--- src/sv/wea_pkg.sv ---
// ----------------------------------------------------------------------------
// wea_pkg
// Shared types and constants for the sliding-window extreme-average block.
// ----------------------------------------------------------------------------
`default_nettype none

package wea_pkg;

   localparam int WINDOW_LENGTH = 100;
   localparam int EXTREME_COUNT = 5;

   localparam int LEVEL_W  = 16;
   localparam int ADDR_W   = $clog2(WINDOW_LENGTH);
   localparam int CSR_IDX_W = 2;

   // chain sum and divide-by-count via reciprocal multiply
   localparam int SUM_W     = LEVEL_W + $clog2(EXTREME_COUNT);
   localparam int DIV_SHIFT = SUM_W + $clog2(EXTREME_COUNT);
   localparam int RECIP_W   = DIV_SHIFT + 1;
   localparam int PROD_W    = SUM_W + RECIP_W;
   localparam longint unsigned DIV_MULT_FULL =
      ((64'd1 << DIV_SHIFT) + 64'(EXTREME_COUNT) - 64'd1) / 64'(EXTREME_COUNT);
   localparam logic [RECIP_W-1:0] DIV_MULT = RECIP_W'(DIV_MULT_FULL);

   localparam logic [LEVEL_W-1:0] LOW_START_RESET  = 16'd38400;
   localparam logic [LEVEL_W-1:0] HIGH_START_RESET = 16'd0;

   localparam logic [CSR_IDX_W-1:0] CSR_LOW_START  = 2'd0;
   localparam logic [CSR_IDX_W-1:0] CSR_HIGH_START = 2'd1;

   typedef enum logic [2:0] {
      ST_IDLE,
      ST_SCAN,
      ST_DRAIN,
      ST_DIVIDE,
      ST_HOLD
   } state_type;

   // data handed from one cell to the next
   typedef struct packed {
      logic               valid;
      logic               last;
      logic [LEVEL_W-1:0] low;
      logic [LEVEL_W-1:0] high;
   } chain_link_type;

endpackage

`default_nettype wire

--- src/sv/wea_ram.sv ---
// ----------------------------------------------------------------------------
// wea_ram
// Generic single-write, single-read RAM with registered read data.
// ----------------------------------------------------------------------------
`default_nettype none

module wea_ram #(
   parameter int WIDTH = 16,
   parameter int DEPTH = 128
) (
   input  wire logic                     clock,
   input  wire logic                     wr_en,
   input  wire logic [$clog2(DEPTH)-1:0] wr_addr,
   input  wire logic [WIDTH-1:0]         wr_data,
   input  wire logic [$clog2(DEPTH)-1:0] rd_addr,
   output logic      [WIDTH-1:0]         rd_data
);

   logic [WIDTH-1:0] mem_ff [DEPTH];
   logic [WIDTH-1:0] rd_data_ff;

   always_ff @(posedge clock) begin
      if (wr_en) begin
         mem_ff[wr_addr] <= wr_data;
      end
      rd_data_ff <= mem_ff[rd_addr];
   end

   assign rd_data = rd_data_ff;

endmodule

`default_nettype wire

--- src/sv/wea_cell.sv ---
// ----------------------------------------------------------------------------
// wea_cell
// One insertion cell: holds one lowest-set and one highest-set entry and
// passes the displaced values to the next cell.
// ----------------------------------------------------------------------------
`default_nettype none

module wea_cell (
   input  wire logic                            clock,
   input  wire logic                            reset,
   input  wire logic                            load,
   input  wire logic [wea_pkg::LEVEL_W-1:0]     low_init,
   input  wire logic [wea_pkg::LEVEL_W-1:0]     high_init,
   input  wire wea_pkg::chain_link_type         link_in,
   output wea_pkg::chain_link_type              link_out,
   output logic      [wea_pkg::LEVEL_W-1:0]     low_value,
   output logic      [wea_pkg::LEVEL_W-1:0]     high_value
);

   logic [wea_pkg::LEVEL_W-1:0] low_ff, low_in;
   logic [wea_pkg::LEVEL_W-1:0] high_ff, high_in;
   wea_pkg::chain_link_type     link_ff, link_in_next;

   always_comb begin
      low_in             = low_ff;
      high_in            = high_ff;
      link_in_next       = link_ff;
      link_in_next.valid = link_in.valid;
      link_in_next.last  = link_in.valid & link_in.last;
      if (load) begin
         low_in  = low_init;
         high_in = high_init;
      end else if (link_in.valid) begin
         if (link_in.low <= low_ff) begin
            low_in            = link_in.low;
            link_in_next.low  = low_ff;
         end else begin
            link_in_next.low  = link_in.low;
         end
         if (link_in.high >= high_ff) begin
            high_in           = link_in.high;
            link_in_next.high = high_ff;
         end else begin
            link_in_next.high = link_in.high;
         end
      end
   end

   always_ff @(posedge clock) begin
      low_ff       <= low_in;
      high_ff      <= high_in;
      link_ff.low  <= link_in_next.low;
      link_ff.high <= link_in_next.high;
      if (reset) begin
         link_ff.valid <= 1'b0;
         link_ff.last  <= 1'b0;
      end else begin
         link_ff.valid <= link_in_next.valid;
         link_ff.last  <= link_in_next.last;
      end
   end

   assign link_out   = link_ff;
   assign low_value  = low_ff;
   assign high_value = high_ff;

endmodule

`default_nettype wire

--- src/sv/window_extreme_average_core.sv ---
// ----------------------------------------------------------------------------
// window_extreme_average_core
// Sliding window of levels; mean of the lowest and highest entries.
// ----------------------------------------------------------------------------
// the new sample is written into the window, then every entry is read through
// the insertion cells, one window read per cycle; the sums, quotients and result
// follow in their own registers. One item in flight; the next input transfer is
// taken the cycle after the result enters the output register
// reset clears the window to zero (per-entry valid bits), pointers, state and
// valid flags at once and restores the start thresholds; no clearing pass
`default_nettype none

module window_extreme_average_core (
   input  wire logic                              clock,
   input  wire logic                              reset,
   input  wire logic                              req_valid,
   output logic                                   req_stall,
   input  wire logic [wea_pkg::LEVEL_W-1:0]       req_level_sample,
   output logic                                   rsp_valid,
   input  wire logic                              rsp_stall,
   output logic      [wea_pkg::LEVEL_W-1:0]       rsp_low_average,
   output logic      [wea_pkg::LEVEL_W-1:0]       rsp_high_average,
   input  wire logic                              csr_write_enable,
   input  wire logic [wea_pkg::CSR_IDX_W-1:0]     csr_index,
   input  wire logic [wea_pkg::LEVEL_W-1:0]       csr_write_data
);

   localparam int N = wea_pkg::WINDOW_LENGTH;
   localparam int K = wea_pkg::EXTREME_COUNT;
   localparam logic [wea_pkg::ADDR_W-1:0] LAST_ADDR = wea_pkg::ADDR_W'(N - 1);

   wea_pkg::state_type state_ff, state_in;

   logic [wea_pkg::LEVEL_W-1:0] low_start_ff, high_start_ff;
   logic [wea_pkg::ADDR_W-1:0]  wp_ff, wp_in;
   logic [wea_pkg::ADDR_W-1:0]  scan_ff, scan_in;
   logic [N-1:0]                entry_valid_ff;
   logic                        rd_valid_ff, rd_last_ff, rd_fill_ff;
   logic [wea_pkg::LEVEL_W-1:0] ram_rd_data;
   logic                        accept;
   logic                        load_chain;
   logic                        sum_en, div_en, rsp_load;

   logic [wea_pkg::SUM_W-1:0]   sum_low_ff, sum_high_ff, sum_low, sum_high;
   logic [wea_pkg::PROD_W-1:0]  prod_low, prod_high;
   logic [wea_pkg::LEVEL_W-1:0] quot_low_ff, quot_high_ff;
   logic                        rsp_valid_ff;
   logic [wea_pkg::LEVEL_W-1:0] rsp_low_ff, rsp_high_ff;

   wea_pkg::chain_link_type     link [K+1];
   logic [wea_pkg::LEVEL_W-1:0] low_value  [K];
   logic [wea_pkg::LEVEL_W-1:0] high_value [K];

   assign accept = req_valid & ~req_stall;

   // configuration registers
   always_ff @(posedge clock) begin
      if (reset) begin
         low_start_ff  <= wea_pkg::LOW_START_RESET;
         high_start_ff <= wea_pkg::HIGH_START_RESET;
      end else if (csr_write_enable) begin
         unique case (csr_index)
            wea_pkg::CSR_LOW_START:  low_start_ff  <= csr_write_data;
            wea_pkg::CSR_HIGH_START: high_start_ff <= csr_write_data;
            default: ;
         endcase
      end
   end

   // window store
   wea_ram #(
      .WIDTH (wea_pkg::LEVEL_W),
      .DEPTH (N)
   ) u_window (
      .clock   (clock),
      .wr_en   (accept),
      .wr_addr (wp_ff),
      .wr_data (req_level_sample),
      .rd_addr (scan_ff),
      .rd_data (ram_rd_data)
   );

   // control
   always_comb begin
      state_in   = state_ff;
      wp_in      = wp_ff;
      scan_in    = scan_ff;
      req_stall  = 1'b1;
      load_chain = 1'b0;
      sum_en     = 1'b0;
      div_en     = 1'b0;
      rsp_load   = 1'b0;
      unique case (state_ff)
         wea_pkg::ST_IDLE: begin
            req_stall = 1'b0;
            if (accept) begin
               load_chain = 1'b1;
               scan_in    = '0;
               wp_in      = (wp_ff == LAST_ADDR) ? '0 : wp_ff + 1'b1;
               state_in   = wea_pkg::ST_SCAN;
            end
         end
         wea_pkg::ST_SCAN: begin
            if (scan_ff == LAST_ADDR) begin
               state_in = wea_pkg::ST_DRAIN;
            end else begin
               scan_in = scan_ff + 1'b1;
            end
         end
         wea_pkg::ST_DRAIN: begin
            if (link[K].valid && link[K].last) begin
               sum_en   = 1'b1;
               state_in = wea_pkg::ST_DIVIDE;
            end
         end
         wea_pkg::ST_DIVIDE: begin
            div_en   = 1'b1;
            state_in = wea_pkg::ST_HOLD;
         end
         wea_pkg::ST_HOLD: begin
            if (!rsp_valid_ff || !rsp_stall) begin
               rsp_load = 1'b1;
               state_in = wea_pkg::ST_IDLE;
            end
         end
         default: state_in = wea_pkg::ST_IDLE;
      endcase
   end

   always_ff @(posedge clock) begin
      if (reset) begin
         state_ff       <= wea_pkg::ST_IDLE;
         wp_ff          <= '0;
         scan_ff        <= '0;
         entry_valid_ff <= '0;
         rd_valid_ff    <= 1'b0;
         rd_last_ff     <= 1'b0;
      end else begin
         state_ff    <= state_in;
         wp_ff       <= wp_in;
         scan_ff     <= scan_in;
         rd_valid_ff <= (state_ff == wea_pkg::ST_SCAN);
         rd_last_ff  <= (state_ff == wea_pkg::ST_SCAN) && (scan_ff == LAST_ADDR);
         if (accept) begin
            entry_valid_ff[wp_ff] <= 1'b1;
         end
      end
   end

   // entries never written read as zero
   always_ff @(posedge clock) begin
      rd_fill_ff <= entry_valid_ff[scan_ff];
   end

   // insertion chain
   always_comb begin
      link[0].valid = rd_valid_ff;
      link[0].last  = rd_last_ff;
      link[0].low   = rd_fill_ff ? ram_rd_data : '0;
      link[0].high  = rd_fill_ff ? ram_rd_data : '0;
   end

   for (genvar k = 0; k < K; k++) begin : g_cell
      wea_cell u_cell (
         .clock      (clock),
         .reset      (reset),
         .load       (load_chain),
         .low_init   (low_start_ff),
         .high_init  (high_start_ff),
         .link_in    (link[k]),
         .link_out   (link[k+1]),
         .low_value  (low_value[k]),
         .high_value (high_value[k])
      );
   end

   // sums, then divide by reciprocal multiply
   always_comb begin
      sum_low  = '0;
      sum_high = '0;
      for (int k = 0; k < K; k++) begin
         sum_low  = sum_low  + wea_pkg::SUM_W'(low_value[k]);
         sum_high = sum_high + wea_pkg::SUM_W'(high_value[k]);
      end
   end

   assign prod_low  = wea_pkg::PROD_W'(sum_low_ff)  * wea_pkg::PROD_W'(wea_pkg::DIV_MULT);
   assign prod_high = wea_pkg::PROD_W'(sum_high_ff) * wea_pkg::PROD_W'(wea_pkg::DIV_MULT);

   always_ff @(posedge clock) begin
      if (sum_en) begin
         sum_low_ff  <= sum_low;
         sum_high_ff <= sum_high;
      end
      if (div_en) begin
         quot_low_ff  <= prod_low[wea_pkg::DIV_SHIFT +: wea_pkg::LEVEL_W];
         quot_high_ff <= prod_high[wea_pkg::DIV_SHIFT +: wea_pkg::LEVEL_W];
      end
      if (rsp_load) begin
         rsp_low_ff  <= quot_low_ff;
         rsp_high_ff <= quot_high_ff;
      end
   end

   // output register
   always_ff @(posedge clock) begin
      if (reset) begin
         rsp_valid_ff <= 1'b0;
      end else if (rsp_load) begin
         rsp_valid_ff <= 1'b1;
      end else if (!rsp_stall) begin
         rsp_valid_ff <= 1'b0;
      end
   end

   assign rsp_valid        = rsp_valid_ff;
   assign rsp_low_average  = rsp_low_ff;
   assign rsp_high_average = rsp_high_ff;

endmodule

`default_nettype wire

--- config.mk ---
export PLATFORM = sky130hd
export DESIGN_NAME = window_extreme_average_core
export DESIGN_NICKNAME = d
export VERILOG_FILES = /design/src/sv/wea_pkg.sv /design/src/sv/wea_ram.sv /design/src/sv/wea_cell.sv /design/src/sv/window_extreme_average_core.sv
export SDC_FILE = /design/constraint.sdc
export NUM_CORES = 2
export LEC_CHECK = 0
export ABC_AREA = 1
export BUFFER_PORTS_ARGS = -buffer_cell sky130_fd_sc_hd__buf_2
export CAP_MARGIN = 10
export CORE_ASPECT_RATIO = 0.75
export CORE_MARGIN = 2
export CORE_UTILIZATION = 50
export DETAILED_ROUTE_END_ITERATION = 8
export PLACE_DENSITY_LB_ADDON = 0.25
export SLEW_MARGIN = 20
export SYNTH_ARGS = -nofsm -noshare
export SYNTH_HDL_FRONTEND = slang
export SYNTH_SLANG_ARGS = --single-unit
--- constraint.sdc ---
create_clock -name clock -period 6.5 [get_ports clock]
set_input_delay 0.65 -clock clock [delete_from_list [all_inputs] [get_ports clock]]
set_output_delay 0.65 -clock clock [all_outputs]
set_load 0.005 [all_outputs]
==> flow_metrics.env <==
export IMPL_die_x_um=533
export IMPL_dpl_worst_slack_ns=0.958
export IMPL_synthAdderAreaFrac_pct=11.1
export IMPL_synth_xor_area_share_pct=0.459
export IMPL_htree_levels=4
export IMPL_cts_root_buf="clkbuf_16"
export IMPL_numPortBuffers=72
export IMPL_hpwl_um=189000
export IMPL_worstMarginPinSlew_ns=1.16
export IMPL_synth_cell_types=51
export IMPL_final_hold_viol_count=0
export IMPL_via_per_inst=5.65
export IMPL_final_setup_tns_ns=0
export IMPL_synth_simple_gate_area_share_pct=14.3
export IMPL_grt_max_degree=224
export IMPL_wire_per_inst_um=22.7
export IMPL_grt_use_total_pct=26.9
export IMPL_num_vias=72600
export IMPL_rsz0062_at_grt="no"
export IMPL_synth_main_ff_cell="edfxtp_1"
export IMPL_synth_compound_area_share_pct=8.35
export IMPL_fin_util_pct=55.3
export IMPL_start_kind="flip-flop"
export IMPL_drc=0
export IMPL_setup_ws_ns=0.854
export IMPL_die_y_um=401
export IMPL_final_cell_mix="1990 x edfxtp_1, 1889 x nor2_1, 1617 x nand2_1, 1006 x o21ai_0, 872 x inv_1"
export IMPL_synth_edff_count=1990
export IMPL_drive_gt1_share_pct=6.17
export IMPL_synth_area_um2=105000
export IMPL_rows=145
export IMPL_async_flop_share_pct=0
export IMPL_overflow=0
export IMPL_routed_wl_um=292000
export IMPL_fp_coreArea_um2=208000
export IMPL_fin_nets=10700
export IMPL_syn_to_final_growth_pct=9.75
export IMPL_grt_pass1_wl_um=436000
export IMPL_cts_tree="done"
export IMPL_cts_resized=0
export IMPL_max_freq_mhz=177
export IMPL_numCtsBuffers=214
export IMPL_synth_top_family_by_area="simple AND/OR/NAND/NOR gates"
export IMPL_clk_pin_slew_worst_paths_ns=0.06
export IMPL_run_status="completed"
export IMPL_gp_congestion=0.905
export IMPL_dieArea_um2=213000
export IMPL_netlist_instances=9825
export IMPL_max_cap_viol_count=0
export IMPL_final_common_cell="edfxtp_1"
export IMPL_clock_latency_ns=0.89
export IMPL_p_leak_nw=45.2
export IMPL_slew_violations=0
export IMPL_period_needed_ns=5.65
export IMPL_synth_fp_nets=10600
export IMPL_start_util_pct=50.3
export IMPL_cp_required_ns=7.07
export IMPL_first_pass_iters=8
export IMPL_period_share_pct=86.9
export IMPL_final_area_um2=115000
export IMPL_crit_path_end_kind="flip-flop"
export IMPL_antenna_found_initial=12
export IMPL_power_density_nw_per_um2=407
export IMPL_placed_cell_area_um2=108000
export IMPL_clock_sinks=2169
export IMPL_hold_path_class="in2reg"
export IMPL_ant_nets=0
export IMPL_finalSetupViolCount=0
export IMPL_worstSetupPathType="reg2reg"
export IMPL_drt_iter0_drc=9130
export IMPL_ys_warn_count=0
export IMPL_ios=73
export IMPL_cp_max_fo=5
export IMPL_syn_area_per_cell_um2=10.7
export IMPL_ys_seq_elements=2169
export IMPL_cp_arrival_ns=6.22
export IMPL_synth_area_mux_share_pct=0
export IMPL_yosysSeqAreaShare_pct=60.4
export IMPL_skew_ns=0.0759
export IMPL_peakVddDrop_v=0.000548
export IMPL_grt_pass1_vias=68900
export IMPL_relSlewSlack_pct=22.3
export IMPL_nFillCells=17700
export IMPL_clockBufferDepth=4
## stage by stage
| stage | hold slack (ns) | total power, mW | std cells |
|---|---|---|---|
| floorplan | 0.400 | 29.0 | 9825 |
| global placement | 0.407 | 34.0 | 12400 |
| detailed placement | 0.413 | 34.4 | 12400 |
| CTS | 0.00174 | 46.6 | 12800 |
| global route | 0.0472 | 49.4 | 12800 |
| finish | 0.0511 | 46.8 | 12900 |
## logic make-up (layout without fill, tap and decap cells)
group | after synthesis | in the layout
AND/OR/NAND/NOR | 3858 | 3858
flip-flops | 2169 | 2169
XOR/XNOR | 55 | 55
other | 0 | 5
adder cells (fa/ha/maj) | 759 | 759
AO/OA/AOI/OAI | 1676 | 1676
buffers and inverters | 1308 | 1538
## worst max-delay path: stages, from the launching register on
cell and delay [ns]:
edfxtp_1 0.49, ha_1 0.39, fa_1 0.58, inv_1 0.11
fa_1 0.63, inv_1 0.08, fa_1 0.40, fa_1 0.52
inv_1 0.05, fa_1 0.47, inv_1 0.04, ha_1 0.29
a21oi_1 0.19, o21ai_0 0.20, a21oi_1 0.40, nor2_1 0.08
nor3_1 0.25, nand2_1 0.09, nand2_1 0.06, nand2_1 0.05
## sequential cells by signal, summed over array words and instances, names as in the netlist, 7 cells and up
register / flops
u_window.mem_ff: 1600
g_cell.u_cell.low_value: 80
wp_ff: 7
u_window.rd_data: 16
g_cell.u_cell.link_out: 138
scan_ff: 7
sum_low_ff: 19
quot_high_ff: 16
entry_valid_ff: 100
quot_low_ff: 16
g_cell.u_cell.high_value: 80
high_start_ff: 16
rsp_low_average: 16
low_start_ff: 16
sum_high_ff: 19
rsp_high_average: 16
## layout make-up
type                       instances  area [µm²]  share of cell area, %
multi-input combinational       6348       36000                   31.3
antenna                            5        12.5                 0.0109
tap                             2793        3490                   3.04
sequential                      2169       63300                   55.0
clock buffer                     288        6050                   5.26
timing repair buffer             258        1940                   1.68
clock inverter                   105         857                  0.745
inverter                         887        3360                   2.92
## cells in the mapped netlist (35+ instances only)
cell	number	area [µm²]
edfxtp_1	1990	59800
clkbuf_1	186	698
nand3_1	236	1180
inv_1	873	3280
o21ai_0	1006	5030
buf_2	121	606
o21ai_1	171	856
xor2_1	35	307
nand2_1	1617	6070
o22ai_1	129	807
dfxtp_1	179	3580
nor3_1	43	215
buf_6	49	552
nor2_1	1902	7140
a21oi_1	287	1440
ha_1	468	5860
fa_1	291	5830
nand4_1	41	257
## path summary, 6_finish.rpt
| kind | endpoint | start | slack [ns] | cells past startpoint |
|---|---|---|---|---|
| setup / recovery | quot_low_ff[11] | sum_low_ff[4] | 0.85 | 19 |
| hold / removal | low_start_ff[7] | csr_write_data[7] | 0.05 | 3 |
| setup reg to reg | quot_low_ff[11] | sum_low_ff[4] | 0.85 | 19 |
| hold reg to reg | g_cell[1].u_cell.link_out[32] | g_cell[0].u_cell.link_out[32] | 0.41 | 2 |
## routing by layer
layer  GRT usage (%)  share of wire [%]
met1            42.8                 46
met2            37.1                 41
met3            5.72                 11
met4            6.88                2.5
met5               0             0.0031
## power breakdown
part | internal, mW | total [mW] | switching [mW]
combinational | 5.56 | 17.0 | 11.5
clock | 6.96 | 12.3 | 5.37
sequential | 16.8 | 17.5 | 0.653
## timing repair
item	in CTS	in global routing
hold buffers	6	0
endpoints found under the hold margin	6	0
buffers inserted	0	0
Power figures use the tool's default switching activity.
